$ cat config.mk
export PLATFORM = sky130hd
export DESIGN_NAME = camera_target_seek_drive_fsm_flat
export DESIGN_NICKNAME = d
export VERILOG_FILES = /design/src/rtl/core/ctsd_pkg.sv /design/src/rtl/core/ctsd_if.sv /design/src/rtl/core/ctsd_cfg.sv /design/src/rtl/core/ctsd_step.sv /design/src/rtl/core/camera_target_seek_drive_fsm.sv /design/src/flat_wrapper.sv
export SDC_FILE = /design/constraint.sdc
export NUM_CORES = 1
export LEC_CHECK = 0
export CAP_MARGIN = 20
export CORE_UTILIZATION = 55
export DETAILED_ROUTE_END_ITERATION = 10
export DONT_BUFFER_PORTS = 1
export PLACE_DENSITY = 0.74
export SLEW_MARGIN = 20
export SYNTH_ARGS = -nofsm -noshare
export SYNTH_HDL_FRONTEND = slang
export SYNTH_SLANG_ARGS = --single-unit
export TNS_END_PERCENT = 20
$ cat constraint.sdc
create_clock -name clk_i -period 10.35 [get_ports clk_i]
set_input_delay 1.035 -clock clk_i [delete_from_list [all_inputs] [get_ports clk_i]]
set_output_delay 1.035 -clock clk_i [all_outputs]
set_load 0.05 [all_outputs]
$ cat src/rtl/core/ctsd_pkg.sv
package ctsd_pkg;

  localparam logic [7:0] NEUTRAL      = 8'd127;
  localparam logic [7:0] DRIVE_MAX    = 8'd255;
  localparam logic [7:0] CENTER_LO    = 8'd123;
  localparam logic [7:0] CENTER_HI    = 8'd131;
  localparam logic [7:0] OFFCENTER_LO = 8'd122;
  localparam logic [7:0] OFFCENTER_HI = 8'd132;
  localparam logic [7:0] TILT_MARGIN  = 8'd5;

  localparam int unsigned CfgIdxW = 4;

  // Mode numbers as seen on mode_now
  localparam logic [2:0] MODE_NUM_IDLE     = 3'd0;
  localparam logic [2:0] MODE_NUM_SWEEP    = 3'd1;
  localparam logic [2:0] MODE_NUM_CHECK    = 3'd2;
  localparam logic [2:0] MODE_NUM_PIVOT    = 3'd3;
  localparam logic [2:0] MODE_NUM_APPROACH = 3'd4;
  localparam logic [2:0] MODE_NUM_WAIT     = 3'd5;

  typedef enum logic [5:0] {
    MODE_IDLE     = 6'b000001,
    MODE_SWEEP    = 6'b000010,
    MODE_CHECK    = 6'b000100,
    MODE_PIVOT    = 6'b001000,
    MODE_APPROACH = 6'b010000,
    MODE_WAIT     = 6'b100000
  } seek_mode_e;

  typedef enum logic [CfgIdxW-1:0] {
    REG_PAN_DECREMENT     = 4'd0,
    REG_SWEEP_LOW         = 4'd1,
    REG_SWEEP_HIGH        = 4'd2,
    REG_PIVOT_RIGHT_LIMIT = 4'd3,
    REG_PIVOT_LEFT_LIMIT  = 4'd4,
    REG_CRUISE_OFFSET     = 4'd5,
    REG_FORWARD_MINIMUM   = 4'd6,
    REG_ARRIVAL_TILT      = 4'd7
  } cfg_reg_e;

  typedef struct packed {
    logic       target_locked;
    logic [7:0] pan_position;
    logic [7:0] tilt_position;
    logic       camera_coarse;
    logic       start_request;
  } seek_in_t;

  typedef struct packed {
    logic [7:0] drive_x;
    logic [7:0] drive_y;
    logic [7:0] pan_command;
    logic       pan_command_valid;
    logic       coarse_request;
    logic [2:0] mode_now;
  } seek_out_t;

  typedef struct packed {
    logic [CfgIdxW-1:0] index;
    logic [7:0]         data;
  } cfg_wr_t;

  typedef struct packed {
    logic [7:0] pan_decrement;
    logic [7:0] sweep_low;
    logic [7:0] sweep_high;
    logic [7:0] pivot_right_limit;
    logic [7:0] pivot_left_limit;
    logic [7:0] cruise_offset;
    logic [7:0] forward_minimum;
    logic [7:0] arrival_tilt;
  } seek_cfg_t;

  typedef struct packed {
    seek_mode_e mode;
    logic [7:0] sweep_pos;
    logic [7:0] turn_drive;
    logic [7:0] fwd_drive;
  } seek_state_t;

  function automatic logic [2:0] mode_num(input seek_mode_e m);
    logic [2:0] n;
    unique case (m)
      MODE_IDLE:     n = MODE_NUM_IDLE;
      MODE_SWEEP:    n = MODE_NUM_SWEEP;
      MODE_CHECK:    n = MODE_NUM_CHECK;
      MODE_PIVOT:    n = MODE_NUM_PIVOT;
      MODE_APPROACH: n = MODE_NUM_APPROACH;
      MODE_WAIT:     n = MODE_NUM_WAIT;
      default:       n = MODE_NUM_IDLE;
    endcase
    return n;
  endfunction

endpackage

$ cat src/rtl/core/ctsd_if.sv
interface ctsd_in_if import ctsd_pkg::*; ();
  logic     valid;
  logic     ready;
  seek_in_t payload;

  modport source (output valid, output payload, input ready);
  modport sink (input valid, input payload, output ready);
endinterface

interface ctsd_out_if import ctsd_pkg::*; ();
  logic      valid;
  logic      ready;
  seek_out_t payload;

  modport source (output valid, output payload, input ready);
  modport sink (input valid, input payload, output ready);
endinterface

interface ctsd_cfg_if import ctsd_pkg::*; ();
  logic    valid;
  logic    ready;
  cfg_wr_t payload;

  modport source (output valid, output payload, input ready);
  modport sink (input valid, input payload, output ready);
endinterface

$ cat src/rtl/core/ctsd_cfg.sv
module ctsd_cfg import ctsd_pkg::*; (
  input  logic       clk_i,
  input  logic       rst_ni,
  ctsd_cfg_if.sink   cfg_i,
  output seek_cfg_t  cfg_o
);

  seek_cfg_t cfg_q, cfg_d;

  assign cfg_i.ready = 1'b1;

  always_comb begin
    cfg_d = cfg_q;
    if (cfg_i.valid) begin
      unique case (cfg_i.payload.index)
        REG_PAN_DECREMENT:     cfg_d.pan_decrement     = cfg_i.payload.data;
        REG_SWEEP_LOW:         cfg_d.sweep_low         = cfg_i.payload.data;
        REG_SWEEP_HIGH:        cfg_d.sweep_high        = cfg_i.payload.data;
        REG_PIVOT_RIGHT_LIMIT: cfg_d.pivot_right_limit = cfg_i.payload.data;
        REG_PIVOT_LEFT_LIMIT:  cfg_d.pivot_left_limit  = cfg_i.payload.data;
        REG_CRUISE_OFFSET:     cfg_d.cruise_offset     = cfg_i.payload.data;
        REG_FORWARD_MINIMUM:   cfg_d.forward_minimum   = cfg_i.payload.data;
        REG_ARRIVAL_TILT:      cfg_d.arrival_tilt      = cfg_i.payload.data;
        default: ;
      endcase
    end
  end

  always_ff @(posedge clk_i or negedge rst_ni) begin
    if (!rst_ni) begin
      cfg_q.pan_decrement     <= 8'd5;
      cfg_q.sweep_low         <= 8'd97;
      cfg_q.sweep_high        <= 8'd157;
      cfg_q.pivot_right_limit <= 8'd105;
      cfg_q.pivot_left_limit  <= 8'd149;
      cfg_q.cruise_offset     <= 8'd20;
      cfg_q.forward_minimum   <= 8'd10;
      cfg_q.arrival_tilt      <= 8'd110;
    end else begin
      cfg_q <= cfg_d;
    end
  end

  assign cfg_o = cfg_q;

endmodule

$ cat src/rtl/core/ctsd_step.sv
module ctsd_step import ctsd_pkg::*; (
  input  seek_cfg_t   cfg_i,
  input  seek_state_t state_i,
  input  seek_in_t    item_i,
  output seek_state_t state_o,
  output seek_out_t   res_o
);

  logic signed [9:0] pan_s;
  logic signed [9:0] sweep_diff;
  logic signed [9:0] mirror_x;
  logic signed [9:0] x;
  logic        [9:0] fwd_y;
  logic        [9:0] fwd_lo;
  logic        [8:0] resume_tilt;
  logic              pan_centered;
  logic              pan_off;
  logic        [7:0] pan_cmd;
  logic              pan_vld;
  logic              coarse_req;

  always_comb begin
    pan_s        = signed'({2'b00, item_i.pan_position});
    sweep_diff   = signed'({2'b00, state_i.sweep_pos}) - signed'({2'b00, cfg_i.pan_decrement});
    // 254 - pan: the pan angle mirrored about straight ahead
    mirror_x     = signed'({2'b00, NEUTRAL}) + signed'({2'b00, NEUTRAL}) - pan_s;
    fwd_y        = {2'b00, cfg_i.cruise_offset} + {2'b00, item_i.tilt_position};
    fwd_lo       = {2'b00, NEUTRAL} + {2'b00, cfg_i.forward_minimum};
    resume_tilt  = {1'b0, cfg_i.arrival_tilt} + {1'b0, TILT_MARGIN};
    pan_centered = (item_i.pan_position >= CENTER_LO) && (item_i.pan_position <= CENTER_HI);
    pan_off      = (item_i.pan_position <= OFFCENTER_LO) ||
                   (item_i.pan_position >= OFFCENTER_HI);
    x            = signed'({2'b00, NEUTRAL});

    state_o    = state_i;
    pan_cmd    = 8'd0;
    pan_vld    = 1'b0;
    coarse_req = 1'b0;

    unique case (state_i.mode)
      MODE_SWEEP: begin
        state_o.turn_drive = NEUTRAL;
        state_o.fwd_drive  = NEUTRAL;
        coarse_req         = !item_i.camera_coarse;
        // wrap when the step lands below the low bound, underflow included
        if (sweep_diff < signed'({2'b00, cfg_i.sweep_low})) begin
          state_o.sweep_pos = cfg_i.sweep_high;
        end else begin
          state_o.sweep_pos = sweep_diff[7:0];
        end
        pan_cmd       = state_o.sweep_pos;
        pan_vld       = 1'b1;
        state_o.mode  = MODE_CHECK;
      end
      MODE_CHECK: begin
        state_o.turn_drive = NEUTRAL;
        state_o.fwd_drive  = NEUTRAL;
        state_o.mode       = item_i.target_locked ? MODE_PIVOT : MODE_SWEEP;
      end
      MODE_PIVOT: begin
        if (!item_i.target_locked) begin
          state_o.mode = MODE_SWEEP;
        end else if (pan_centered) begin
          state_o.mode = MODE_APPROACH;
        end else begin
          state_o.fwd_drive = NEUTRAL;
          if (item_i.pan_position > NEUTRAL) begin
            x = mirror_x;
            if (x < 10'sd0) x = 10'sd0;
            if (x > signed'({2'b00, cfg_i.pivot_right_limit})) begin
              x = signed'({2'b00, cfg_i.pivot_right_limit});
            end
          end else if (item_i.pan_position < NEUTRAL) begin
            x = mirror_x;
            if (x > signed'({2'b00, DRIVE_MAX})) x = signed'({2'b00, DRIVE_MAX});
            if (x < signed'({2'b00, cfg_i.pivot_left_limit})) begin
              x = signed'({2'b00, cfg_i.pivot_left_limit});
            end
          end
          state_o.turn_drive = x[7:0];
        end
      end
      MODE_APPROACH: begin
        if (!item_i.target_locked) begin
          state_o.mode = MODE_SWEEP;
        end else if (item_i.tilt_position < cfg_i.arrival_tilt) begin
          state_o.mode = MODE_WAIT;
        end else begin
          if (fwd_y < fwd_lo) fwd_y = fwd_lo;
          if (fwd_y > {2'b00, DRIVE_MAX}) fwd_y = {2'b00, DRIVE_MAX};
          x = mirror_x;
          if (x < 10'sd0) x = 10'sd0;
          if (x > signed'({2'b00, DRIVE_MAX})) x = signed'({2'b00, DRIVE_MAX});
          state_o.turn_drive = x[7:0];
          state_o.fwd_drive  = fwd_y[7:0];
        end
      end
      MODE_WAIT: begin
        state_o.turn_drive = NEUTRAL;
        state_o.fwd_drive  = NEUTRAL;
        // pan leaving center outranks the tilt rising
        if (pan_off) begin
          state_o.mode = MODE_PIVOT;
        end else if ({1'b0, item_i.tilt_position} > resume_tilt) begin
          state_o.mode = MODE_APPROACH;
        end
      end
      default: begin
        state_o.mode = item_i.start_request ? MODE_SWEEP : MODE_IDLE;
      end
    endcase

    res_o.drive_x           = state_o.turn_drive;
    res_o.drive_y           = state_o.fwd_drive;
    res_o.pan_command       = pan_cmd;
    res_o.pan_command_valid = pan_vld;
    res_o.coarse_request    = coarse_req;
    res_o.mode_now          = mode_num(state_o.mode);
  end

endmodule

$ cat src/rtl/core/camera_target_seek_drive_fsm.sv
// Seek controller for a camera-guided drive.
//
// Channels: in_i carries one control tick (lock flag, pan and tilt
// positions, coarse flag, start request); out_o returns one result per
// tick (drive x/y, pan command with its valid bit, coarse request and the
// mode after the tick). cfg_i writes the eight tuning registers by index;
// it is always ready, indexes beyond the list are dropped. Write registers
// only while no tick is in flight.
//
// A tick taken on in_i is held in the input register, passes the seek
// step and is held in the result register before it is offered on out_o.
// One tick per cycle while out_o takes its results; the seek step is short
// compare and clamp logic between the two registers.
//
// Reset: mode idle, sweep position 0, both drives neutral (127), tuning
// registers at their defaults, both pipeline registers empty.
// Stall: while out_o is held, the result stays in place and one further
// tick is buffered in the input register; then in_i.ready drops.
module camera_target_seek_drive_fsm import ctsd_pkg::*; (
  input  logic      clk_i,
  input  logic      rst_ni,
  ctsd_in_if.sink   in_i,
  ctsd_out_if.source out_o,
  ctsd_cfg_if.sink  cfg_i
);

  seek_cfg_t   cfg;
  seek_state_t state_q, state_d;
  seek_in_t    in_q;
  logic        in_vld_q;
  seek_out_t   out_q, out_d;
  logic        out_vld_q;
  logic        fire;

  ctsd_cfg u_cfg (
    .clk_i  (clk_i),
    .rst_ni (rst_ni),
    .cfg_i  (cfg_i),
    .cfg_o  (cfg)
  );

  ctsd_step u_step (
    .cfg_i   (cfg),
    .state_i (state_q),
    .item_i  (in_q),
    .state_o (state_d),
    .res_o   (out_d)
  );

  // advance a buffered tick when the result slot is free or draining
  assign fire        = in_vld_q && (!out_vld_q || out_o.ready);
  assign in_i.ready  = !in_vld_q || fire;
  assign out_o.valid = out_vld_q;
  assign out_o.payload = out_q;

  always_ff @(posedge clk_i or negedge rst_ni) begin
    if (!rst_ni) begin
      in_vld_q  <= 1'b0;
      out_vld_q <= 1'b0;
      state_q.mode       <= MODE_IDLE;
      state_q.sweep_pos  <= 8'd0;
      state_q.turn_drive <= NEUTRAL;
      state_q.fwd_drive  <= NEUTRAL;
    end else begin
      if (in_i.ready) begin
        in_vld_q <= in_i.valid;
      end
      if (fire) begin
        out_vld_q <= 1'b1;
        state_q   <= state_d;
      end else if (out_o.ready) begin
        out_vld_q <= 1'b0;
      end
    end
  end

  always_ff @(posedge clk_i) begin
    if (in_i.valid && in_i.ready) begin
      in_q <= in_i.payload;
    end
    if (fire) begin
      out_q <= out_d;
    end
  end

  a_res_follows_fire: assert property (@(posedge clk_i) disable iff (!rst_ni)
    fire |=> out_vld_q)
    else $error("result register not loaded after a step");

  a_mode_matches_state: assert property (@(posedge clk_i) disable iff (!rst_ni)
    fire |=> out_q.mode_now == mode_num(state_q.mode))
    else $error("reported mode differs from stored mode");

  a_pan_cmd_only_in_check: assert property (@(posedge clk_i) disable iff (!rst_ni)
    out_vld_q && out_q.pan_command_valid |-> out_q.mode_now == MODE_NUM_CHECK)
    else $error("pan command issued outside a sweep step");

  a_pan_cmd_zero: assert property (@(posedge clk_i) disable iff (!rst_ni)
    out_vld_q && !out_q.pan_command_valid |-> out_q.pan_command == 8'd0)
    else $error("pan command nonzero without valid");

  a_coarse_with_sweep: assert property (@(posedge clk_i) disable iff (!rst_ni)
    out_vld_q && out_q.coarse_request |-> out_q.pan_command_valid)
    else $error("coarse request outside a sweep step");

endmodule

$ cat src/flat_wrapper.sv
// flat-port wrapper written by rule: the top's interface ports become plain ports
module camera_target_seek_drive_fsm_flat import ctsd_pkg::*;
  (clk_i, rst_ni, in_i_valid, in_i_payload, in_i_ready, out_o_valid, out_o_payload, out_o_ready, cfg_i_valid, cfg_i_payload, cfg_i_ready);
  ctsd_in_if in_i_i ();
  ctsd_out_if out_o_i ();
  ctsd_cfg_if cfg_i_i ();
  input  logic clk_i;
  input  logic rst_ni;
  input wire logic [$bits(in_i_i.valid)-1:0] in_i_valid;
  input wire logic [$bits(in_i_i.payload)-1:0] in_i_payload;
  output wire logic [$bits(in_i_i.ready)-1:0] in_i_ready;
  output wire logic [$bits(out_o_i.valid)-1:0] out_o_valid;
  output wire logic [$bits(out_o_i.payload)-1:0] out_o_payload;
  input wire logic [$bits(out_o_i.ready)-1:0] out_o_ready;
  input wire logic [$bits(cfg_i_i.valid)-1:0] cfg_i_valid;
  input wire logic [$bits(cfg_i_i.payload)-1:0] cfg_i_payload;
  output wire logic [$bits(cfg_i_i.ready)-1:0] cfg_i_ready;
  assign in_i_i.valid = in_i_valid;
  assign in_i_i.payload = in_i_payload;
  assign in_i_ready = in_i_i.ready;
  assign out_o_valid = out_o_i.valid;
  assign out_o_payload = out_o_i.payload;
  assign out_o_i.ready = out_o_ready;
  assign cfg_i_i.valid = cfg_i_valid;
  assign cfg_i_i.payload = cfg_i_payload;
  assign cfg_i_ready = cfg_i_i.ready;
  camera_target_seek_drive_fsm u_core (.clk_i(clk_i), .rst_ni(rst_ni), .in_i(in_i_i), .out_o(out_o_i), .cfg_i(cfg_i_i));
endmodule
==> results of run 1 <==
-- area by class of cell --
cell class              count  area share (%)
clock inverters            13            1.46
clock buffers              19            4.71
repair buffers              2           0.160
well taps                 211            2.81
inverters                  62            2.47
flip-flops and latches    144            41.4
multi-input cells         612            47.0
-- routing by layer --
| layer | vias up | GRT usage [%] | routed length [um] | part of all wire, % |
|---|---|---|---|---|
| li1 | 3072 | - | - | - |
| met1 | 3244 | 34.4 | 9020 | 42 |
| met2 | 234 | 47.1 | 10500 | 49 |
| met3 | 50 | 6.32 | 1220 | 5.7 |
| met4 | 0 | 9.90 | 559 | 2.6 |
| met5 | - | 0 | 0 | 0 |
-- registers in the layout, indices dropped and copies added, names as in the netlist --
signal                flops
u_core.in_q              19
u_core.out_o.valid        1
u_core.u_cfg.cfg_o       64
u_core.in_vld_q           1
u_core.out_o.payload     29
u_core.state_q           30
-- cell usage in the layout (no fill, tap or decap), types with 16 or more instances in the layout --
cell type  count
nor2_1        83
o21ai_0       61
mux2_2        47
xnor2_1       19
dfrtp_1       54
nand2_1       66
nand3_1       24
a21oi_1       29
ha_1          66
nor3_1        18
inv_1         62
edfxtp_1      48
dfstp_2       42
o22a_1        16
clkbuf_16     17
-- path summary, 6_finish.rpt --
path / to / slack [ns]
setup / recovery: u_core.out_o.payload[20] / 6.14
hold / removal: u_core.state_q[17] / 0.30
setup reg to reg: u_core.out_o.payload[20] / 6.14
hold reg to reg: u_core.state_q[24] / 0.44
max in group asynchronous: u_core.u_cfg.cfg_o[18] / 9.82
min in group clk_i: u_core.state_q[24] / 0.44
-- kinds of logic after synthesis --
logic type | share of synthesized area (%)
AO/OA/AOI/OAI | 16.0
XOR/XNOR | 3.03
adder cells (fa/ha/maj) | 9.98
buffers and inverters | 4.18
flip-flops | 44.9
multiplexers | 7.48
other | 0.0432
AND/OR/NAND/NOR | 14.4
-- report_power, final --
| part | internal [mW] | switching, mW |
|---|---|---|
| clock | 0.361 | 0.246 |
| sequential | 0.793 | 0.208 |
| combinational | 0.400 | 0.573 |
==> out/qor.yml, run 1 <==
drt:
  routed_wl_mm: 21.3
  drtIter0Drc: 702
  ant_nets: 0
  wl_per_cell_um: 20.0
  vias: 6600
  drtPass1Iterations: 7
  drc_errors: 0
  via_per_inst: 6.21
logic_synthesis:
  syn_avg_cell_area_um2: 10.3
  yosys.cell_count.top_type: "nor2_1"
  synthTopCellsByCount: "nor2_1, ha_1, nand2_1, inv_1, o21ai_0"
  synthTopCellsByArea: "edfxtp_1, dfrtp_1, dfstp_2"
  ys_seq_area_share_pct: 44.9
  synth.top_cell.area_share_pct: 16.6
  yosysTopAreaCell: "edfxtp_1"
  postSynthCellCount: 845
  yosys.cell_types.count: 78
  syn_nets: 949
  synthArstFlopShare_pct: 66.7
  ys.flop_type: "dfrtp_1"
  ys_warn_count: 0
  ys_ff_latch: 144
  synthesis.area_um2: 8680
  synth-edff-count: 48
sta:
  fmax_mhz: 238
  period_needed_ns: 4.21
  hold_viol: 0
  setup_violations: 0
  fin_tns_setup_ns: 0
  holdWs_ns: 0.300
  relSlewSlack_pct: 32.4
  fin_worst_skew_ns: 0.0117
  post-route-period-util_pct: 40.7
  tightest_slew_ns: 1.01
  maxSlewViolCount: 0
  worst_slack_ns: 6.14
  rsz0062_at_grt: "no"
setup_path:
  path_buf_inv: 1
  r2r_cells: 15
  crit_path_cell_trace: "ha_1 -> fa_1 -> a21o_1 -> a221o_1 -> or2_2 -> xnor2_1 -> inv_1 -> ha_1 -> a21oi_1 -> a21oi_1 -> a211oi_1 -> and4_1 -> nand2_1 -> a31oi_1 -> a21oi_1"
  crit_path_frequent_cell: "a21oi_1"
  crit_fanout: 8
  worstPathRequired_ns: 10.53
  worst_path_max_delay_cell: "and4_1"
  crit_family: "compound AO/OA/AOI/OAI gates"
  crit_type: "register to register"
  endpoint_kind: "register"
  r2r-start: "u_core.in_q[2]"
  arrival_ns: 4.39
  crit_path_max_incr_delay_ns: 0.45
  cp-startpoint: "u_core.in_q[2]"
  startpoint_type: "register"
  cp.depth: 15
layout:
  seq_area_um2: 3900
  post-route-util_pct: 61.4
  finalNonFillerCells: 1063
  layout.nets: 943
  n_fill_cell: 1263
  syn_to_final_growth_pct: 8.40
  drive_above_1_share_pct: 17.1
  multi_input_area_um2: 4420
  n_antenna_cell: 0
  design_area_um2: 9410
placed_design:
  postPlaceCellArea_um2: 8830
  place.port_buffers: 0
  placed_cells: 1031
  dp.final_hpwl_mm: 15.5
  gp_congestion: 0.923
  pre_cts_ws_ns: 6.17
floorplanning:
  coreArea_um2: 15300
  dieArea_um2: 16300
  num_rows: 45
  die_w_um: 128
  start_util_pct: 56.7
  die_h_um: 128
  ios: 68
cts:
  cts_setup_buffers: 0
  cts_root_buf: "clkbuf_16"
  hold_buffers: 0
  cts_tree: "done"
  clkTransAtPathRegs_ns: 0.06
  cts_max_level: 4
  cts-resized-gates: 0
  cts_buffers: 17
  clock_path_buffers: 2
  clk_latency_ns: 0.43
  cts_sinks: 144
global_routing:
  overflow: 0
  grt_pass1_vias: 6542
  grt_pass1_wl_mm: 34.0
  grt.total_usage_pct: 27.6
  grt_max_degree: 97
  grt_antenna_before_repair: 1
power_and_ir_drop:
  power.leakage_nw: 3.91
  power_mw: 2.58
  powerDensity_nw_per_um2: 274
  max-vdd-ir-drop_uv: 138
min_path:
  min-delay-path-class: "primary input to async pin"
run_status:
  status: "completed"
run:
  drv_cap: 0
Power figures use the tool's default switching activity.
==> run 2: changes to the inputs <==
--- a/config.mk
+++ b/config.mk
@@ -9,7 +9,7 @@
 export CORE_UTILIZATION = 55
 export DETAILED_ROUTE_END_ITERATION = 10
 export DONT_BUFFER_PORTS = 1
-export PLACE_DENSITY = 0.74
+export PLACE_DENSITY = 0.77
 export SLEW_MARGIN = 20
 export SYNTH_ARGS = -nofsm -noshare
 export SYNTH_HDL_FRONTEND = slang
==> constraint.sdc (replaced) <==
create_clock -name clk_i -period 3.55 [get_ports clk_i]
set_input_delay 0.355 -clock clk_i [delete_from_list [all_inputs] [get_ports clk_i]]
set_output_delay 0.355 -clock clk_i [all_outputs]
set_load 0.05 [all_outputs]
==> out/qor.yml, run 2 (synthesis gave the netlist of run 1 again) <==
run_status:
  status: "finished, violations left"
  violations: "negative setup slack"
global_routing:
  grt_pass1_wl_mm: 33.6  # -1.3%
  overflow: 0  # unchanged
  grt_max_degree: 97  # unchanged
  grt.total_usage_pct: 27.1  # -0.53 points
  grt_antenna_before_repair: 0  # -1
  grt_pass1_vias: 6466  # -1.2%
run:
  drv_cap: 0  # unchanged
floorplanning:
  ios: 68  # unchanged
  num_rows: 45  # unchanged
  coreArea_um2: 15300  # unchanged
  start_util_pct: 56.7  # unchanged
  dieArea_um2: 16300  # unchanged
  die_w_um: 128  # unchanged
  die_h_um: 128  # unchanged
layout:
  n_antenna_cell: 0  # unchanged
  design_area_um2: 9930  # +5.6%
  post-route-util_pct: 64.9  # +3.4 points
  final_cell_mix: "nor2_1, nand2_1, ha_1, inv_1, o21ai_0"
  syn_to_final_growth_pct: 14.4
  largest_register_ffs: 64  # unchanged
  layout.nets: 995  # +5.5%
  layout_commonest_cell: "nor2_1"
  n_fill_cell: 1255  # -0.63%
  drive_above_1_share_pct: 23.9  # +6.8 points
setup_path:
  startpoint_type: "register"
  worstPathRequired_ns: 3.73  # -6.80 ns
  endpoint_kind: "register"
  crit_path_cell_trace: "ha_2 -> fa_2 -> a21o_1 -> a221o_1 -> buf_4 -> o41a_1 -> ha_4 -> nand2_1 -> a21oi_2 -> a211oi_2 -> buf_4 -> a211oi_4 -> buf_6 -> nand2b_1 -> a31oi_1 -> a21oi_1"
  crit_family: "compound AO/OA/AOI/OAI gates"
  crit_path_frequent_cell: "buf_4"
  crit_type: "register to register"
  crit_fanout: 8  # unchanged
  arrival_ns: 3.83  # -0.56 ns
  worst_path_max_delay_cell: "edfxtp_1"
  crit_path_max_incr_delay_ns: 0.39  # -0.06 ns
  path_buf_inv: 3  # +2
power_and_ir_drop:
  internal_power_mw: 4.74  # +210%
  p_comb_share_pct: 41.0  # +3.3 points
  max-vdd-ir-drop_uv: 420  # +200%
  power.leakage_nw: 4.17  # +6.6%
  powerDensity_nw_per_um2: 785  # +190%
  pwr-share-seq_pct: 37.3  # -1.5 points
  swShare_pct: 39.2  # -0.61 points
  clkPwrFrac_pct: 21.7  # -1.8 points
  switchingPower_mw: 3.05  # +200%
  power_mw: 7.79  # +200%
placed_design:
  dp.final_hpwl_mm: 15.1  # -2.1%
  place.port_buffers: 0  # unchanged
  gp_congestion: 0.923  # about the same
  postPlaceCellArea_um2: 9200  # +4.2%
cts:
  clk_latency_ns: 0.44  # about the same
  cts_root_buf: "clkbuf_16"
  cts_sinks: 144  # unchanged
  cts_buffers: 17  # unchanged
  clkTransAtPathRegs_ns: 0.06  # about the same
  clock_path_buffers: 2  # unchanged
  cts_tree: "done"
  cts_max_level: 4  # unchanged
drt:
  drtPass1Iterations: 5  # -2
  vias: 6619  # +0.29%
  routed_wl_mm: 20.7  # -2.7%
  drc_errors: 0  # unchanged
  wl_per_cell_um: 18.6  # -7.2%
  ant_nets: 0  # unchanged
  via_per_inst: 5.94  # -4.4%
  drtIter0Drc: 482  # -31%
sta:
  hold_viol: 0  # unchanged
  worst_slack_ns: -0.103  # -6.24 ns
  rsz0062_at_grt: "yes"
  relSlewSlack_pct: 44.4  # +12 points
  period_needed_ns: 3.65  # -0.557 ns
  tightest_slew_ns: 0.831  # -0.178 ns
  maxSlewViolCount: 0  # unchanged
  fmax_mhz: 274  # +15%
  post-route-period-util_pct: 103  # +62 points
  fin_worst_skew_ns: 0.0103  # -0.00134 ns
  setup_violations: 8  # +8
min_path:
  min-delay-path-class: "primary input to register"
==> run 2: cell count changes in the layout (fill, tap and decap cells not counted), moves of 3 or more <==
cell	delta
buf_4	+48
a21oi_1	-4
a21oi_2	+4
clkbuf_1	+3
clkinv_4	-3
ha_1	-3
mux2i_1	-3
mux2i_2	+3
==> run 2: power groups by stage <==
| stage | Sequential, mW | Combinational [mW] | Clock (mW) |
|---|---|---|---|
| finish | 2.90 | 3.20 | 1.69 |
| global route | 2.96 | 3.58 | 1.77 |
| CTS | 2.90 | 3.06 | 1.71 |
| detailed placement | 2.92 | 2.95 | 0 |
| global placement | 2.91 | 2.86 | 0 |
| floorplan | 2.81 | 2.21 | 0 |
==> run 2: worst paths after layout <==
| kind | startpoint | endpoint | slack [ns] | depth (start not counted) |
|---|---|---|---|---|
| worst max register to register | u_core.in_q[2] | u_core.out_o.payload[20] | -0.10 | 16 |
| max in group asynchronous | rst_ni | u_core.state_q[10] | 2.65 | 2 |
| worst min register to register | u_core.in_q[0] | u_core.state_q[24] | 0.43 | 1 |
| min in group asynchronous | rst_ni | u_core.u_cfg.cfg_o[19] | 0.51 | 2 |
| worst min-delay path | in_i_payload[4] | u_core.in_q[4] | 0.007 | 0 |
| worst max-delay path | u_core.in_q[2] | u_core.out_o.payload[20] | -0.10 | 16 |
==> run 2: per-layer routing <==
| metal | part of all wire, % | global-route usage [%] | vias up |
|---|---|---|---|
| li1 | - | - | 3169 |
| met1 | 45 | 36.3 | 3218 |
| met2 | 48 | 44.3 | 186 |
| met3 | 4.6 | 5.07 | 46 |
| met4 | 2.4 | 9.20 | 0 |
| met5 | 0 | 0 | - |
==> run 2: through the flow <==
stage | instances | setup slack [ns] | TNS (ns) | hold WS, ns
after CTS | 1113 | -0.0834 | -0.291 | 0.00361
after detailed placement | 1077 | -0.145 | -1.12 | 0.0636
final | 1115 | -0.103 | -0.437 | 0.00680
after floorplan | 845 | 0.00681 | 0 | 0.0594
after global routing | 1115 | -0.261 | -2.46 | 0.00200
after global placement | 1077 | -0.0972 | -0.674 | 0.0634
==> run 2: repair_timing <==
action,in CTS,in global routing
gates cloned,0,0
endpoints found under the setup margin,16,40
resized for setup,9,15
hold buffers,2,0
endpoints found under the hold margin,96,0
buffers inserted,2,2
pin swaps,9,7
==> run 2: final cells by class <==
class / count / area (um^2) / share of cell area, %
timing repair buffer: 54 / 444 / 4.47
clock inverter: 7 / 47.5 / 0.479
clock buffer: 25 / 507 / 5.10
multi-input combinational: 612 / 4540 / 45.7
inverter: 62 / 233 / 2.34
tap: 211 / 264 / 2.66
sequential: 144 / 3900 / 39.2
==> run 3: changes to the inputs <==
--- a/config.mk
+++ b/config.mk
@@ -7,9 +7,11 @@
 export LEC_CHECK = 0
 export CAP_MARGIN = 20
 export CORE_UTILIZATION = 55
+export CTS_CLUSTER_DIAMETER = 80
 export DETAILED_ROUTE_END_ITERATION = 10
 export DONT_BUFFER_PORTS = 1
 export PLACE_DENSITY = 0.77
+export REMOVE_ABC_BUFFERS = 1
 export SLEW_MARGIN = 20
 export SYNTH_ARGS = -nofsm -noshare
 export SYNTH_HDL_FRONTEND = slang
==> out/qor.yml, run 3 (synthesis gave the netlist of run 1 again) <==
floorplanning:
  die_h_um: 128  # unchanged
  start_util_pct: 56.7  # unchanged
  ios: 68  # unchanged
  die_w_um: 128  # unchanged
  num_rows: 45  # unchanged
  coreArea_um2: 15300  # unchanged
  dieArea_um2: 16300  # unchanged
layout:
  drive_above_1_share_pct: 23.8  # -0.053 points
  design_area_um2: 9990  # +0.60%
  layout_commonest_cell: "nor2_1"
  syn_to_final_growth_pct: 15.1
  final_cell_mix: "nor2_1, nand2_1, ha_1, inv_1, o21ai_0"
  largest_register_ffs: 64  # unchanged
  layout.nets: 997  # +0.20%
  post-route-util_pct: 65.3  # +0.39 points
sta:
  maxSlewViolCount: 0  # unchanged
  fin_tns_setup_ns: -0.105  # +0.332 ns
  fin_worst_skew_ns: 0.00754  # -0.00279 ns
  period_needed_ns: 3.60  # -0.0530 ns
  rsz0062_at_grt: "yes"
  hold_viol: 0  # unchanged
  relSlewSlack_pct: 43.1  # -1.2 points
  holdWs_ns: 0.0114  # +0.00458 ns
  fmax_mhz: 278  # +1.5%
  tightest_slew_ns: 0.850  # +0.0183 ns
  setup_violations: 6  # -2
  worst_slack_ns: -0.0496  # +0.0530 ns
  post-route-period-util_pct: 101  # -1.5 points
setup_path:
  worstPathRequired_ns: 3.74  # about the same
  crit_path_cell_trace: "ha_2 -> fa_2 -> a21o_1 -> a221o_1 -> or2_4 -> xnor2_4 -> inv_2 -> ha_4 -> nand3_2 -> a21oi_2 -> a211oi_2 -> buf_4 -> a211oi_4 -> buf_6 -> a22oi_2 -> o22a_1"
  r2r-start: "u_core.in_q[2]"
  worst_path_max_delay_cell: "edfxtp_1"
  crit_fanout: 8  # unchanged
  path_buf_inv: 3  # unchanged
  cp-startpoint: "u_core.in_q[2]"
  startpoint_type: "register"
  crit_family: "compound AO/OA/AOI/OAI gates"
  crit_path_max_incr_delay_ns: 0.39  # about the same
  endpoint_kind: "register"
  crit_type: "register to register"
  arrival_ns: 3.79  # -0.04 ns
placed_design:
  pre_cts_ws_ns: -0.305  # -0.160 ns
  dp.final_hpwl_mm: 15.4  # +2.0%
  postPlaceCellArea_um2: 9210  # +0.14%
  gp_congestion: 0.928  # +0.56%
  place.port_buffers: 0  # unchanged
global_routing:
  overflow: 0  # unchanged
  grt_pass1_wl_mm: 33.9  # +1.1%
  grt_antenna_before_repair: 2  # +2
  grt.total_usage_pct: 27.6  # +0.54 points
  grt_max_degree: 97  # unchanged
  grt_pass1_vias: 6538  # +1.1%
drt:
  drtPass1Iterations: 5  # unchanged
  via_per_inst: 5.96  # +0.39%
  drtIter0Drc: 456  # -5.4%
  routed_wl_mm: 21.1  # +2.2%
  drc_errors: 0  # unchanged
  ant_nets: 0  # unchanged
  vias: 6663  # +0.66%
  wl_per_cell_um: 18.9  # +1.9%
cts:
  cts_buffers: 17  # unchanged
  cts_tree: "done"
  cts_max_level: 4  # unchanged
  clkTransAtPathRegs_ns: 0.06  # about the same
  clock_path_buffers: 2  # unchanged
  cts_sinks: 144  # unchanged
  cts_root_buf: "clkbuf_16"
  clk_latency_ns: 0.44  # about the same
power_and_ir_drop:
  max-vdd-ir-drop_uv: 369  # -12%
  p_comb_share_pct: 40.8  # -0.2 points
  clkPwrFrac_pct: 22.7  # +1.0 points
  powerDensity_nw_per_um2: 793  # +1.1%
  power.leakage_nw: 4.20  # +0.81%
  switchingPower_mw: 3.07  # +0.54%
  pwr-share-seq_pct: 36.5  # -0.8 points
  swShare_pct: 38.7  # -0.45 points
  internal_power_mw: 4.86  # +2.5%
run:
  drv_cap: 0  # unchanged
run_status:
  status: "finished, violations left"
  violations: "negative setup slack"
min_path:
  hold_start: "in_i_payload[13]"
  min-delay-path-class: "primary input to register"
run 3: cell type report:
type | count | area (um^2)
inverter | 62 | 233
clock inverter | 11 | 141
multi-input combinational | 612 | 4540
fill | 1230 | 5320
timing repair buffer | 56 | 475
clock buffer | 21 | 440
sequential | 144 | 3900
antenna | 1 | 2.50
tap | 211 | 264
run 3: worst paths after layout:
kind | endpoint | slack, ns | cells after the start
worst max-delay path | u_core.out_o.payload[19] | -0.05 | 16
worst min-delay path | u_core.in_q[13] | 0.01 | 0
worst max register to register | u_core.out_o.payload[19] | -0.05 | 16
worst min register to register | u_core.state_q[24] | 0.43 | 1
max in group asynchronous | u_core.state_q[5] | 2.63 | 2
min in group asynchronous | u_core.state_q[18] | 0.49 | 2
run 3: metrics by stage:
step	instances	total power [mW]
floorplan	818	4.97
global placement	1079	5.76
detailed placement	1079	5.87
CTS	1116	7.82
global route	1117	8.42
finish	1118	7.93
run 3: per-layer routing:
metal  routed length [um]  GRT usage [%]  vias up  part of all wire, %
met5                    0              0        -                    0
met4                  690           11.4        0                  3.3
met3                 1100           6.20       50                  5.2
met2                10200           46.4      193                   48
met1                 9130           34.5     3231                   43
li1                     -              -     3189                    -
run 3: power by group through the flow:
stage,registers (mW),logic [mW],clock network (mW)
after global placement,2.90,2.86,0
after floorplan,2.83,2.14,0
after global routing,2.95,3.59,1.88
after detailed placement,2.91,2.96,0
after CTS,2.89,3.12,1.81
final,2.90,3.23,1.80
run 3: repair_timing:
item	in CTS	in global routing
gates resized for setup	16	11
cloned	0	0
pin swaps	12	8
hold buffers	2	0
setup buffers	3	1
endpoints found under the setup margin	16	40
endpoints found under the hold margin	96	0
run 3: worst register-to-register path, stage by stage (launching register included):
cell and delay [ns]:
edfxtp_1 0.39, ha_2 0.21, fa_2 0.34, a21o_1 0.19, a221o_1 0.32, or2_4 0.26, xnor2_4 0.16, inv_2 0.07
ha_4 0.29, nand3_2 0.08, a21oi_2 0.14, a211oi_2 0.06, buf_4 0.15, a211oi_4 0.20, buf_6 0.17, a22oi_2 0.10
o22a_1 0.22
